## config.mk

```make
export PLATFORM = sky130hd
export DESIGN_NAME = id_tagged_reading_store_core
export DESIGN_NICKNAME = d
export VERILOG_FILES = /design/src/itrs_pkg.sv /design/src/itrs_ram.sv /design/src/itrs_ctrl.sv /design/src/id_tagged_reading_store_core.sv
export SDC_FILE = /design/constraint.sdc
export NUM_CORES = 2
export LEC_CHECK = 0
export ABC_CLOCK_PERIOD_IN_PS = 11500
export BUFFER_PORTS_ARGS = -buffer_cell sky130_fd_sc_hd__buf_2
export CAP_MARGIN = 20
export CORE_ASPECT_RATIO = 0.6
export CORE_UTILIZATION = 55
export CTS_BUF_LIST = sky130_fd_sc_hd__clkbuf_16
export DETAILED_ROUTE_END_ITERATION = 10
export PLACE_DENSITY_LB_ADDON = 0.3
export SLEW_MARGIN = 20
export SYNTH_ARGS = -nofsm -noshare
export SYNTH_HDL_FRONTEND = slang
export SYNTH_SLANG_ARGS = --single-unit
```

## constraint.sdc

```tcl
create_clock -name i_clk -period 11.5 [get_ports i_clk]
set_input_delay 2.3 -clock i_clk [delete_from_list [all_inputs] [get_ports i_clk]]
set_output_delay 2.3 -clock i_clk [all_outputs]
set_load 0.005 [all_outputs]
```

## src/itrs_pkg.sv

```systemverilog
// Shared types and codes for the ID-tagged reading store.
package itrs_pkg;

    localparam int ID_W    = 7;
    localparam int RES_W   = 8;
    localparam int VAL_W   = 32;
    localparam int CNT_W   = 7;
    localparam int OP_W    = 3;
    localparam int STAT_W  = 2;

    localparam logic [OP_W-1:0] OP_FETCH     = 3'd0;
    localparam logic [OP_W-1:0] OP_NEXT_UP   = 3'd1;
    localparam logic [OP_W-1:0] OP_NEXT_DOWN = 3'd2;
    localparam logic [OP_W-1:0] OP_SAVE      = 3'd3;
    localparam logic [OP_W-1:0] OP_ERASE_ALL = 3'd4;
    localparam logic [OP_W-1:0] OP_ERASE_ONE = 3'd5;

    localparam logic [STAT_W-1:0] ST_OK     = 2'd0;
    localparam logic [STAT_W-1:0] ST_EMPTY  = 2'd1;
    localparam logic [STAT_W-1:0] ST_FULL   = 2'd2;
    localparam logic [STAT_W-1:0] ST_SENSOR = 2'd3;

    localparam logic [RES_W-1:0] ID_NONE = 8'hFF;

    typedef enum logic [1:0] {
        S_IDLE,
        S_SCAN,
        S_FINISH,
        S_FETCH_RD
    } t_state;

    typedef struct packed {
        logic tag;
        logic rdg;
    } t_wr_en;

endpackage

```

## src/itrs_ram.sv

```systemverilog
// Generic single-port-write, registered-read RAM.
module itrs_ram #(
    parameter int WIDTH = 8,
    parameter int DEPTH = 64
) (
    input  logic                                  i_clk,
    input  logic                                  i_we,
    input  logic [(DEPTH > 1 ? $clog2(DEPTH) : 1)-1:0] i_waddr,
    input  logic [WIDTH-1:0]                      i_wdata,
    input  logic [(DEPTH > 1 ? $clog2(DEPTH) : 1)-1:0] i_raddr,
    output logic [WIDTH-1:0]                      o_rdata
);

    logic [WIDTH-1:0] r_mem [DEPTH];
    logic [WIDTH-1:0] r_rdata;

    always_ff @(posedge i_clk) begin
        if (i_we) begin
            r_mem[i_waddr] <= i_wdata;
        end
        r_rdata <= r_mem[i_raddr];
    end

    assign o_rdata = r_rdata;

endmodule

```

## src/itrs_ctrl.sv

```systemverilog
// Scan sequencer: walks the tag memory, accumulates, writes back, forms results.
module itrs_ctrl #(
    parameter int SLOTS = 64
) (
    input  logic                                   i_clk,
    input  logic                                   i_rst_n,
    input  logic                                   start,
    output logic                                   busy,
    input  logic [itrs_pkg::OP_W-1:0]              i_operation,
    input  logic [itrs_pkg::ID_W-1:0]              i_target_id,
    input  logic [itrs_pkg::VAL_W-1:0]             i_reading,
    input  logic                                   i_sensor_ok,
    output logic                                   o_done,
    output logic [itrs_pkg::STAT_W-1:0]            o_status,
    output logic [itrs_pkg::RES_W-1:0]             o_result_id,
    output logic [itrs_pkg::VAL_W-1:0]             o_result_value,
    output logic [itrs_pkg::CNT_W-1:0]             o_stored_count,
    output itrs_pkg::t_wr_en                       o_wr,
    output logic [(SLOTS > 1 ? $clog2(SLOTS) : 1)-1:0] o_waddr,
    output logic [itrs_pkg::ID_W-1:0]              o_tag_wdata,
    output logic [itrs_pkg::VAL_W-1:0]             o_rdg_wdata,
    output logic [(SLOTS > 1 ? $clog2(SLOTS) : 1)-1:0] o_tag_raddr,
    output logic [(SLOTS > 1 ? $clog2(SLOTS) : 1)-1:0] o_rdg_raddr,
    input  logic [itrs_pkg::ID_W-1:0]              i_tag_rdata,
    input  logic [itrs_pkg::VAL_W-1:0]             i_rdg_rdata
);

    import itrs_pkg::*;

    localparam int AW = (SLOTS > 1) ? $clog2(SLOTS) : 1;
    localparam logic [AW-1:0] LAST = AW'(SLOTS - 1);

    t_state r_state, n_state;

    logic [SLOTS-1:0]   r_valid;
    logic [CNT_W-1:0]   r_saved;
    logic [OP_W-1:0]    r_op;
    logic [ID_W-1:0]    r_tgt;
    logic [RES_W-1:0]   r_bound;
    logic [VAL_W-1:0]   r_reading;
    logic               r_ok;

    logic [AW-1:0]      r_addr;
    logic               r_issue;
    logic               r_dv;
    logic [AW-1:0]      r_daddr;
    logic               r_dlast;

    logic               r_best_v;
    logic [ID_W-1:0]    r_best_id;
    logic [AW-1:0]      r_best_addr;
    logic               r_alt_v;
    logic [ID_W-1:0]    r_alt_id;
    logic [AW-1:0]      r_alt_addr;
    logic [RES_W-1:0]   r_cur;
    logic [CNT_W-1:0]   r_cnt;

    logic               r_done;
    logic               n_done;
    logic [STAT_W-1:0]  r_status;
    logic [RES_W-1:0]   r_res_id;
    logic [VAL_W-1:0]   r_res_val;

    logic               accept;
    logic               p_valid;
    logic [ID_W-1:0]    p_tag;
    logic               p_match;
    logic               sel_v;
    logic [ID_W-1:0]    sel_id;
    logic [AW-1:0]      sel_addr;
    logic [RES_W-1:0]   nid;
    logic               save_full;
    logic               save_go;

    assign accept    = start && (r_state == S_IDLE);
    assign busy      = (r_state != S_IDLE);
    assign p_valid   = r_valid[r_daddr];
    assign p_tag     = i_tag_rdata;
    assign p_match   = r_dv && p_valid && !r_cur[RES_W-1] && (p_tag == r_cur[ID_W-1:0]);
    assign sel_v     = r_best_v || r_alt_v;
    assign sel_id    = r_best_v ? r_best_id : r_alt_id;
    assign sel_addr  = r_best_v ? r_best_addr : r_alt_addr;
    assign nid       = r_alt_v ? ({1'b0, r_alt_id} + RES_W'(1)) : '0;
    assign save_full = !r_best_v || nid[RES_W-1];
    assign save_go   = (r_state == S_FINISH) && (r_op == OP_SAVE) && !save_full && r_ok;

    assign n_done = (accept && ((i_operation == OP_ERASE_ALL) || (i_operation > OP_ERASE_ONE)))
                 || ((r_state == S_FINISH) && !((r_op == OP_FETCH) && sel_v))
                 || (r_state == S_FETCH_RD);

    assign o_tag_raddr = r_addr;
    assign o_rdg_raddr = sel_addr;
    assign o_waddr     = r_best_addr;
    assign o_tag_wdata = nid[ID_W-1:0];
    assign o_rdg_wdata = r_reading;
    assign o_wr.tag    = save_go;
    assign o_wr.rdg    = save_go;

    assign o_done         = r_done;
    assign o_status       = r_status;
    assign o_result_id    = r_res_id;
    assign o_result_value = r_res_val;
    assign o_stored_count = r_saved;

    always_ff @(posedge i_clk) begin
        if (!i_rst_n) begin
            r_state <= S_IDLE;
        end else begin
            r_state <= n_state;
        end
    end

    always_comb begin
        n_state = r_state;
        unique case (r_state)
            S_IDLE: begin
                if (accept && (i_operation != OP_ERASE_ALL) && (i_operation <= OP_ERASE_ONE)) begin
                    n_state = S_SCAN;
                end
            end
            S_SCAN: begin
                if (r_dv && r_dlast) begin
                    n_state = S_FINISH;
                end
            end
            S_FINISH: begin
                if ((r_op == OP_FETCH) && sel_v) begin
                    n_state = S_FETCH_RD;
                end else begin
                    n_state = S_IDLE;
                end
            end
            S_FETCH_RD: begin
                n_state = S_IDLE;
            end
            default: begin
                n_state = S_IDLE;
            end
        endcase
    end

    // scan pipeline and accumulators
    always_ff @(posedge i_clk) begin
        r_dv <= i_rst_n && (r_state == S_SCAN) && r_issue;
        if (r_state == S_IDLE && accept) begin
            r_op        <= i_operation;
            r_tgt       <= i_target_id;
            r_bound     <= (i_operation == OP_FETCH) ? {1'b0, i_target_id}
                                                     : ({1'b0, i_target_id} + RES_W'(1));
            r_reading   <= i_reading;
            r_ok        <= i_sensor_ok;
            r_addr      <= '0;
            r_best_v    <= 1'b0;
            r_alt_v     <= 1'b0;
            r_best_id   <= '0;
            r_alt_id    <= '0;
            r_best_addr <= '0;
            r_alt_addr  <= '0;
            r_cur       <= {1'b0, i_target_id};
            r_cnt       <= '0;
        end
        if (r_state == S_SCAN && r_issue) begin
            r_daddr <= r_addr;
            r_dlast <= (r_addr == LAST);
            if (r_addr != LAST) begin
                r_addr <= r_addr + AW'(1);
            end
        end
        if (r_dv) begin
            case (r_op) inside
                OP_FETCH, OP_NEXT_UP: begin
                    if (p_valid && ({1'b0, p_tag} >= r_bound)
                        && (!r_best_v || p_tag < r_best_id)) begin
                        r_best_v    <= 1'b1;
                        r_best_id   <= p_tag;
                        r_best_addr <= r_daddr;
                    end
                    if (p_valid && (!r_alt_v || p_tag < r_alt_id)) begin
                        r_alt_v    <= 1'b1;
                        r_alt_id   <= p_tag;
                        r_alt_addr <= r_daddr;
                    end
                end
                OP_NEXT_DOWN: begin
                    if (p_valid && (p_tag < r_tgt) && (!r_best_v || p_tag > r_best_id)) begin
                        r_best_v    <= 1'b1;
                        r_best_id   <= p_tag;
                        r_best_addr <= r_daddr;
                    end
                    if (p_valid && (!r_alt_v || p_tag > r_alt_id)) begin
                        r_alt_v    <= 1'b1;
                        r_alt_id   <= p_tag;
                        r_alt_addr <= r_daddr;
                    end
                end
                OP_SAVE: begin
                    if (!p_valid && !r_best_v) begin
                        r_best_v    <= 1'b1;
                        r_best_addr <= r_daddr;
                    end
                    if (p_valid && (!r_alt_v || p_tag > r_alt_id)) begin
                        r_alt_v    <= 1'b1;
                        r_alt_id   <= p_tag;
                        r_alt_addr <= r_daddr;
                    end
                end
                OP_ERASE_ONE: begin
                    if (p_match) begin
                        r_cur <= r_cur - RES_W'(1);
                    end
                    if (p_valid && !p_match) begin
                        r_cnt <= r_cnt + CNT_W'(1);
                    end
                end
                default: begin
                end
            endcase
        end
    end

    // issue flag, valid bits, saved count and result beat
    always_ff @(posedge i_clk) begin
        if (!i_rst_n) begin
            r_issue <= 1'b0;
            r_valid <= '0;
            r_saved <= '0;
            r_done  <= 1'b0;
        end else begin
            r_done <= n_done;
            if (accept) begin
                r_issue <= 1'b1;
            end else if (r_state == S_SCAN && r_addr == LAST) begin
                r_issue <= 1'b0;
            end
            if (p_match && r_op == OP_ERASE_ONE) begin
                r_valid[r_daddr] <= 1'b0;
            end
            if (save_go) begin
                r_valid[r_best_addr] <= 1'b1;
            end
            unique case (r_state)
                S_IDLE: begin
                    if (accept && i_operation == OP_ERASE_ALL) begin
                        r_valid   <= '0;
                        r_saved   <= '0;
                        r_status  <= ST_OK;
                        r_res_id  <= '0;
                        r_res_val <= '0;
                    end else if (accept && i_operation > OP_ERASE_ONE) begin
                        r_status  <= ST_OK;
                        r_res_id  <= ID_NONE;
                        r_res_val <= '0;
                    end
                end
                S_SCAN: begin
                end
                S_FINISH: begin
                    r_res_val <= '0;
                    case (r_op) inside
                        OP_FETCH, OP_NEXT_UP, OP_NEXT_DOWN: begin
                            r_status <= sel_v ? ST_OK : ST_EMPTY;
                            r_res_id <= sel_v ? {1'b0, sel_id} : ID_NONE;
                        end
                        OP_SAVE: begin
                            if (save_full) begin
                                r_status <= ST_FULL;
                                r_res_id <= ID_NONE;
                            end else if (!r_ok) begin
                                r_status <= ST_SENSOR;
                                r_res_id <= ID_NONE;
                            end else begin
                                r_status <= ST_OK;
                                r_res_id <= nid;
                                r_saved  <= r_saved + CNT_W'(1);
                            end
                        end
                        default: begin
                            r_status <= ST_OK;
                            r_res_id <= r_cur;
                            r_saved  <= r_cnt;
                        end
                    endcase
                end
                S_FETCH_RD: begin
                    r_res_val <= i_rdg_rdata;
                end
                default: begin
                end
            endcase
        end
    end

endmodule

```

## src/id_tagged_reading_store_core.sv

```systemverilog
// Top level of the ID-tagged reading store: tag and reading memories plus scan control.
//
//  channel   | handshake          | beat fields
//  ----------+--------------------+---------------------------------------------------
//  command   | start / busy       | i_operation, i_target_id, i_reading, i_sensor_ok
//  result    | o_done (strobe)    | o_status, o_result_id, o_result_value, o_stored_count
//
// Fetch, next-up, next-down, save and erase-one scan the tag memory one slot per cycle;
// o_done rises after the finish step, or for a fetch that finds a reading after one more
// read of the reading memory. Erase-all and unused codes answer on the next cycle. Reset
// empties the store at once through per-slot valid bits; no clear pass. busy is high in
// the scan, finish and read steps; the result strobe lasts one cycle and cannot be held.
module id_tagged_reading_store_core #(
    parameter int SLOTS = 64
) (
    input  logic                             i_clk,
    input  logic                             i_rst_n,
    input  logic                             start,
    output logic                             busy,
    input  logic [itrs_pkg::OP_W-1:0]        i_operation,
    input  logic [itrs_pkg::ID_W-1:0]        i_target_id,
    input  logic [itrs_pkg::VAL_W-1:0]       i_reading,
    input  logic                             i_sensor_ok,
    output logic                             o_done,
    output logic [itrs_pkg::STAT_W-1:0]      o_status,
    output logic [itrs_pkg::RES_W-1:0]       o_result_id,
    output logic [itrs_pkg::VAL_W-1:0]       o_result_value,
    output logic [itrs_pkg::CNT_W-1:0]       o_stored_count
);

    import itrs_pkg::*;

    localparam int AW = (SLOTS > 1) ? $clog2(SLOTS) : 1;

    t_wr_en          wr;
    logic [AW-1:0]   waddr;
    logic [ID_W-1:0] tag_wdata;
    logic [VAL_W-1:0] rdg_wdata;
    logic [AW-1:0]   tag_raddr;
    logic [AW-1:0]   rdg_raddr;
    logic [ID_W-1:0] tag_rdata;
    logic [VAL_W-1:0] rdg_rdata;

    itrs_ram #(
        .WIDTH (ID_W),
        .DEPTH (SLOTS)
    ) u_tag_ram (
        .i_clk   (i_clk),
        .i_we    (wr.tag),
        .i_waddr (waddr),
        .i_wdata (tag_wdata),
        .i_raddr (tag_raddr),
        .o_rdata (tag_rdata)
    );

    itrs_ram #(
        .WIDTH (VAL_W),
        .DEPTH (SLOTS)
    ) u_rdg_ram (
        .i_clk   (i_clk),
        .i_we    (wr.rdg),
        .i_waddr (waddr),
        .i_wdata (rdg_wdata),
        .i_raddr (rdg_raddr),
        .o_rdata (rdg_rdata)
    );

    itrs_ctrl #(
        .SLOTS (SLOTS)
    ) u_ctrl (
        .i_clk          (i_clk),
        .i_rst_n        (i_rst_n),
        .start          (start),
        .busy           (busy),
        .i_operation    (i_operation),
        .i_target_id    (i_target_id),
        .i_reading      (i_reading),
        .i_sensor_ok    (i_sensor_ok),
        .o_done         (o_done),
        .o_status       (o_status),
        .o_result_id    (o_result_id),
        .o_result_value (o_result_value),
        .o_stored_count (o_stored_count),
        .o_wr           (wr),
        .o_waddr        (waddr),
        .o_tag_wdata    (tag_wdata),
        .o_rdg_wdata    (rdg_wdata),
        .o_tag_raddr    (tag_raddr),
        .o_rdg_raddr    (rdg_raddr),
        .i_tag_rdata    (tag_rdata),
        .i_rdg_rdata    (rdg_rdata)
    );

endmodule
```

==> flow_metrics.env <==
export IMPL_outcome="finished, final reports clean"
export IMPL_ctsRootBufferMaster="sky130_fd_sc_hd__clkbuf_16"
export IMPL_multi_input_comb_area_mm2=0.0250
export IMPL_synth_seq_cells=2760
export IMPL_hold_path_startpoint="u_ctrl.r_cur[7]"
export IMPL_synth_nets=5602
export IMPL_design_die_area_mm2=0.197
export IMPL_worst_path_dominant_cell_family="buffers and inverters"
export IMPL_drc=0
export IMPL_floorplan_initialDensity_pct=55.4
export IMPL_cts_tree="built"
export IMPL_yosys_top_cells_area="sky130_fd_sc_hd__edfxtp_1, sky130_fd_sc_hd__mux4_2, sky130_fd_sc_hd__dfxtp_1"
export IMPL_postLayoutSetupSlackWorst_ns=6.40
export IMPL_via_per_inst=6.75
export IMPL_slew_viol_final=0
export IMPL_place_inst=8044
export IMPL_post_synth_cell_area_avg_um2=19.4
export IMPL_async_reset_ff_share_pct=0
export IMPL_cp_buffers_inverters=4
export IMPL_netlist_area_mm2=0.107
export IMPL_crit_path_start="u_ctrl.r_best_v"
export IMPL_fp_dieH_um=344
export IMPL_rsz0062_at_grt="false"
export IMPL_gr_usage_all_layers_pct=28.2
export IMPL_peakVddDrop_uv=153
export IMPL_totalWireLength_um=278000
export IMPL_postCtsHoldBufs=0
export IMPL_synth_cell_types=71
export IMPL_die_width_um=572
export IMPL_setup_violations_final=0
export IMPL_leakage_nw=38.6
export IMPL_dr_total_vias=57100
export IMPL_met2_usage_pct=40.1
export IMPL_tritoncts_num_sinks=2760
export IMPL_timing_critical_path_cells="buf_4 -> mux2i_4 -> buf_4 -> buf_4 -> buf_4 -> mux4_2 -> and2_1 -> a211oi_1 -> a311oi_1 -> a21oi_1 -> a21oi_1"
export IMPL_netlist_top_cell_by_area="sky130_fd_sc_hd__edfxtp_1"
export IMPL_number_of_levels_in_the_clock_h_tree=4
export IMPL_dr_first_iter_drc_count=9440
export IMPL_grt_antenna_before_repair=10
export IMPL_reg2reg_setup_slack_ns=6.40
export IMPL_post_route_period_util_pct=44.4
export IMPL_average_wire_per_standard_cell_um=32.9
export IMPL_floorplan_io_pins=97
export IMPL_synth_edf_count=2596
export IMPL_max_cap_viol_count=0
export IMPL_max_slew_worst_pin_slew_ns=1.20
export IMPL_critical_path_most_common_cell="sky130_fd_sc_hd__buf_4"
export IMPL_yosysWarnings=0
export IMPL_synth_yosys_seq_area_share_pct=75.7
export IMPL_firstDrtPassIters=6
export IMPL_setup_tns_ns=0
export IMPL_placement_setup_slack_ns=6.29
export IMPL_place_congestion=0.900
export IMPL_clock_path_buffers=4
export IMPL_postCtsSetupRepairBufs=0
export IMPL_final_instance_count_excl_fill=8465
export IMPL_grt_busiest_layer="met1"
export IMPL_cp_max_fo=64
export IMPL_timing_max_slew_rel_slack_pct=19.3
export IMPL_yosys_area_top_type_share_pct=72.6
export IMPL_critPathSlowestCell="sky130_fd_sc_hd__buf_4"
export IMPL_number_of_global_route_vias_before_repair=54200
export IMPL_clkSlewWorstSetupHoldPaths_ns=0.07
export IMPL_share_of_layout_cells_above_drive_strength_1_pct=22.4
export IMPL_number_of_instances_in_the_synthesized_netlist=5523
export IMPL_hold_viol=0
export IMPL_final_seq_area_mm2=0.0812
export IMPL_antenna_left=0
export IMPL_rows=125
export IMPL_cellPowerDensity_mw_per_mm2=160
export IMPL_max_freq_mhz=196
export IMPL_grt_pass1_wl_um=395000
export IMPL_globalRoute_totalOverflow=0
export IMPL_cts_buffers_inserted=231
export IMPL_timing_critical_path_arrival_ns=5.81
export IMPL_groute_layer_met3_usage_pct=7.33
export IMPL_worst_clk_skew_ns=0.0715
export IMPL_critPathKind="flop to flop"
export IMPL_clock_period_minus_worst_slack_ns=5.10
export IMPL_worst_path_largest_cell_delay_ns=0.87
export IMPL_post_cts_resized_instances=0
export IMPL_final_fill_count=13300
export IMPL_port_buffer_count=96
export IMPL_core_mm2=0.194
export IMPL_use_met1_pct=43.7
export IMPL_finalNetCount=5754
export IMPL_clkLatencyLatePin_ns=0.90
export IMPL_detailed_place_hpwl_um=152000
export IMPL_reg2reg_from="u_ctrl.r_best_v"
export IMPL_grt_start_max_net_pins=123
export IMPL_timing_critical_path_required_ns=12.21
export IMPL_min_path_type="flop to flop"
export IMPL_syn2layout_area_growth_pct=10.6
export IMPL_endpoint_kind="flop"
export IMPL_crit_path_start_kind="flop"
export IMPL_synth_ff_type="sky130_fd_sc_hd__edfxtp_1"
state kept, by name, summed over array words and instances, names as in the netlist, 3 cells and up:
| register | count |
|---|---|
| u_ctrl.o_rdg_wdata | 32 |
| u_ctrl.o_result_id | 8 |
| u_ctrl.o_result_value | 32 |
| u_ctrl.o_stored_count | 7 |
| u_ctrl.o_tag_raddr | 6 |
| u_ctrl.o_waddr | 6 |
| u_ctrl.r_alt_addr | 6 |
| u_ctrl.r_alt_id | 7 |
| u_ctrl.r_best_id | 7 |
| u_ctrl.r_bound | 8 |
| u_ctrl.r_cnt | 7 |
| u_ctrl.r_cur | 8 |
| u_ctrl.r_daddr | 6 |
| u_ctrl.r_op | 3 |
| u_ctrl.r_tgt | 7 |
| u_ctrl.r_valid | 64 |
| u_rdg_ram.o_rdata | 32 |
| u_rdg_ram.r_mem | 2048 |
| u_tag_ram.o_rdata | 7 |
| u_tag_ram.r_mem | 448 |
path summary, 6_finish.rpt:
path | end | cells after the start
max | u_rdg_ram.o_rdata[13] | 11
min | u_ctrl.r_cur[7] | 2
max reg2reg | u_rdg_ram.o_rdata[13] | 11
min reg2reg | u_ctrl.r_cur[7] | 2
worst register-to-register path, cell delays in order (launching register included):
cell,delay (ns)
sky130_fd_sc_hd__dfxtp_1,0.32
sky130_fd_sc_hd__buf_4,0.39
sky130_fd_sc_hd__mux2i_4,0.43
sky130_fd_sc_hd__buf_4,0.87
sky130_fd_sc_hd__buf_4,0.71
sky130_fd_sc_hd__buf_4,0.81
sky130_fd_sc_hd__mux4_2,0.43
sky130_fd_sc_hd__and2_1,0.16
sky130_fd_sc_hd__a211oi_1,0.21
sky130_fd_sc_hd__a311oi_1,0.08
sky130_fd_sc_hd__a21oi_1,0.42
sky130_fd_sc_hd__a21oi_1,0.13
placed cells by master, fill, tap and decap left out, types with 10 or more instances in the layout:
cell	instances
sky130_fd_sc_hd__xor2_1	13
sky130_fd_sc_hd__nor2_1	90
sky130_fd_sc_hd__nand2_1	430
sky130_fd_sc_hd__mux2_2	10
sky130_fd_sc_hd__buf_12	12
sky130_fd_sc_hd__inv_1	117
sky130_fd_sc_hd__buf_4	144
sky130_fd_sc_hd__a21o_1	10
sky130_fd_sc_hd__nand3_1	35
sky130_fd_sc_hd__a211oi_1	169
sky130_fd_sc_hd__clkinv_2	32
sky130_fd_sc_hd__nand2b_1	17
sky130_fd_sc_hd__and3_1	45
sky130_fd_sc_hd__a311oi_1	64
sky130_fd_sc_hd__o21ai_0	48
sky130_fd_sc_hd__mux2i_1	155
sky130_fd_sc_hd__buf_2	96
sky130_fd_sc_hd__ha_1	33
sky130_fd_sc_hd__dfxtp_1	161
sky130_fd_sc_hd__nor2_4	64
sky130_fd_sc_hd__clkinv_1	59
sky130_fd_sc_hd__o221a_2	67
sky130_fd_sc_hd__edfxtp_1	2596
sky130_fd_sc_hd__and2_1	132
sky130_fd_sc_hd__o22ai_1	28
sky130_fd_sc_hd__o221ai_1	32
sky130_fd_sc_hd__nor3_1	22
sky130_fd_sc_hd__mux4_2	579
sky130_fd_sc_hd__bufinv_16	19
sky130_fd_sc_hd__clkbuf_16	232
sky130_fd_sc_hd__nor2b_1	11
sky130_fd_sc_hd__a31oi_1	70
sky130_fd_sc_hd__a21oi_1	127
cell type report:
class                   count  share of cell area [%]
clock inverters           184                    1.08
clock buffers             232                    4.89
inverters                  53                   0.168
flip-flops and latches   2760                    68.5
multi-input cells        2375                    21.1
repair buffers            254                    1.54
diodes                      4                 0.00844
well taps                2603                    2.74
synthesized netlist by cell type, drive strengths merged, types with 67 or more instances:
master	instances
clkbuf	180
a31oi	70
a211oi	170
dfxtp	164
nor2	155
o221a	67
and2	138
a21oi	127
nand2	431
mux4	579
edfxtp	2596
mux2i	161
buf	155
stage by stage:
stage | utilization, % | area (um2) | hold WS [ns] | power [mW]
2_1_floorplan | - | 107000 | 0.406 | 11.5
3_3_place_gp | 57.6 | 112000 | 0.459 | 11.6
3_5_place_dp | 57.6 | 112000 | 0.461 | 11.6
4_1_cts | 61.3 | 119000 | 0.474 | 19.0
5_1_grt | 61.3 | 119000 | 0.507 | 19.4
6_report | 61.3 | 119000 | 0.474 | 19.0
per-layer routing:
| metal | routed length [um] | vias to the layer above |
|---|---|---|
| li1 | - | 22800 |
| met1 | 112000 | 29700 |
| met2 | 121000 | 4143 |
| met3 | 38100 | 473 |
| met4 | 7550 | 14 |
| met5 | 93 | - |
power breakdown:
group | leakage [nW] | switching [mW] | internal, mW
Sequential | 25.5 | 0.0279 | 11.0
Clock | 3.74 | 3.50 | 4.07
Combinational | 9.39 | 0.272 | 0.0981
cells by family (layout without fill, tap and decap cells):
kind of cell,count (synthesis),in the layout,share of synthesized area [%]
buffers and inverters,388,723,1.56
other,0,4,0
DFF,2760,2760,75.7
AOI/OAI and AO/OA,662,662,4.52
and+or+nand+nor,907,907,3.90
xor gates and xnor gates,20,20,0.163
adders and majority gates,33,33,0.385
muxes,753,753,13.8
Note: power is estimated with default switching activity, not from simulation.
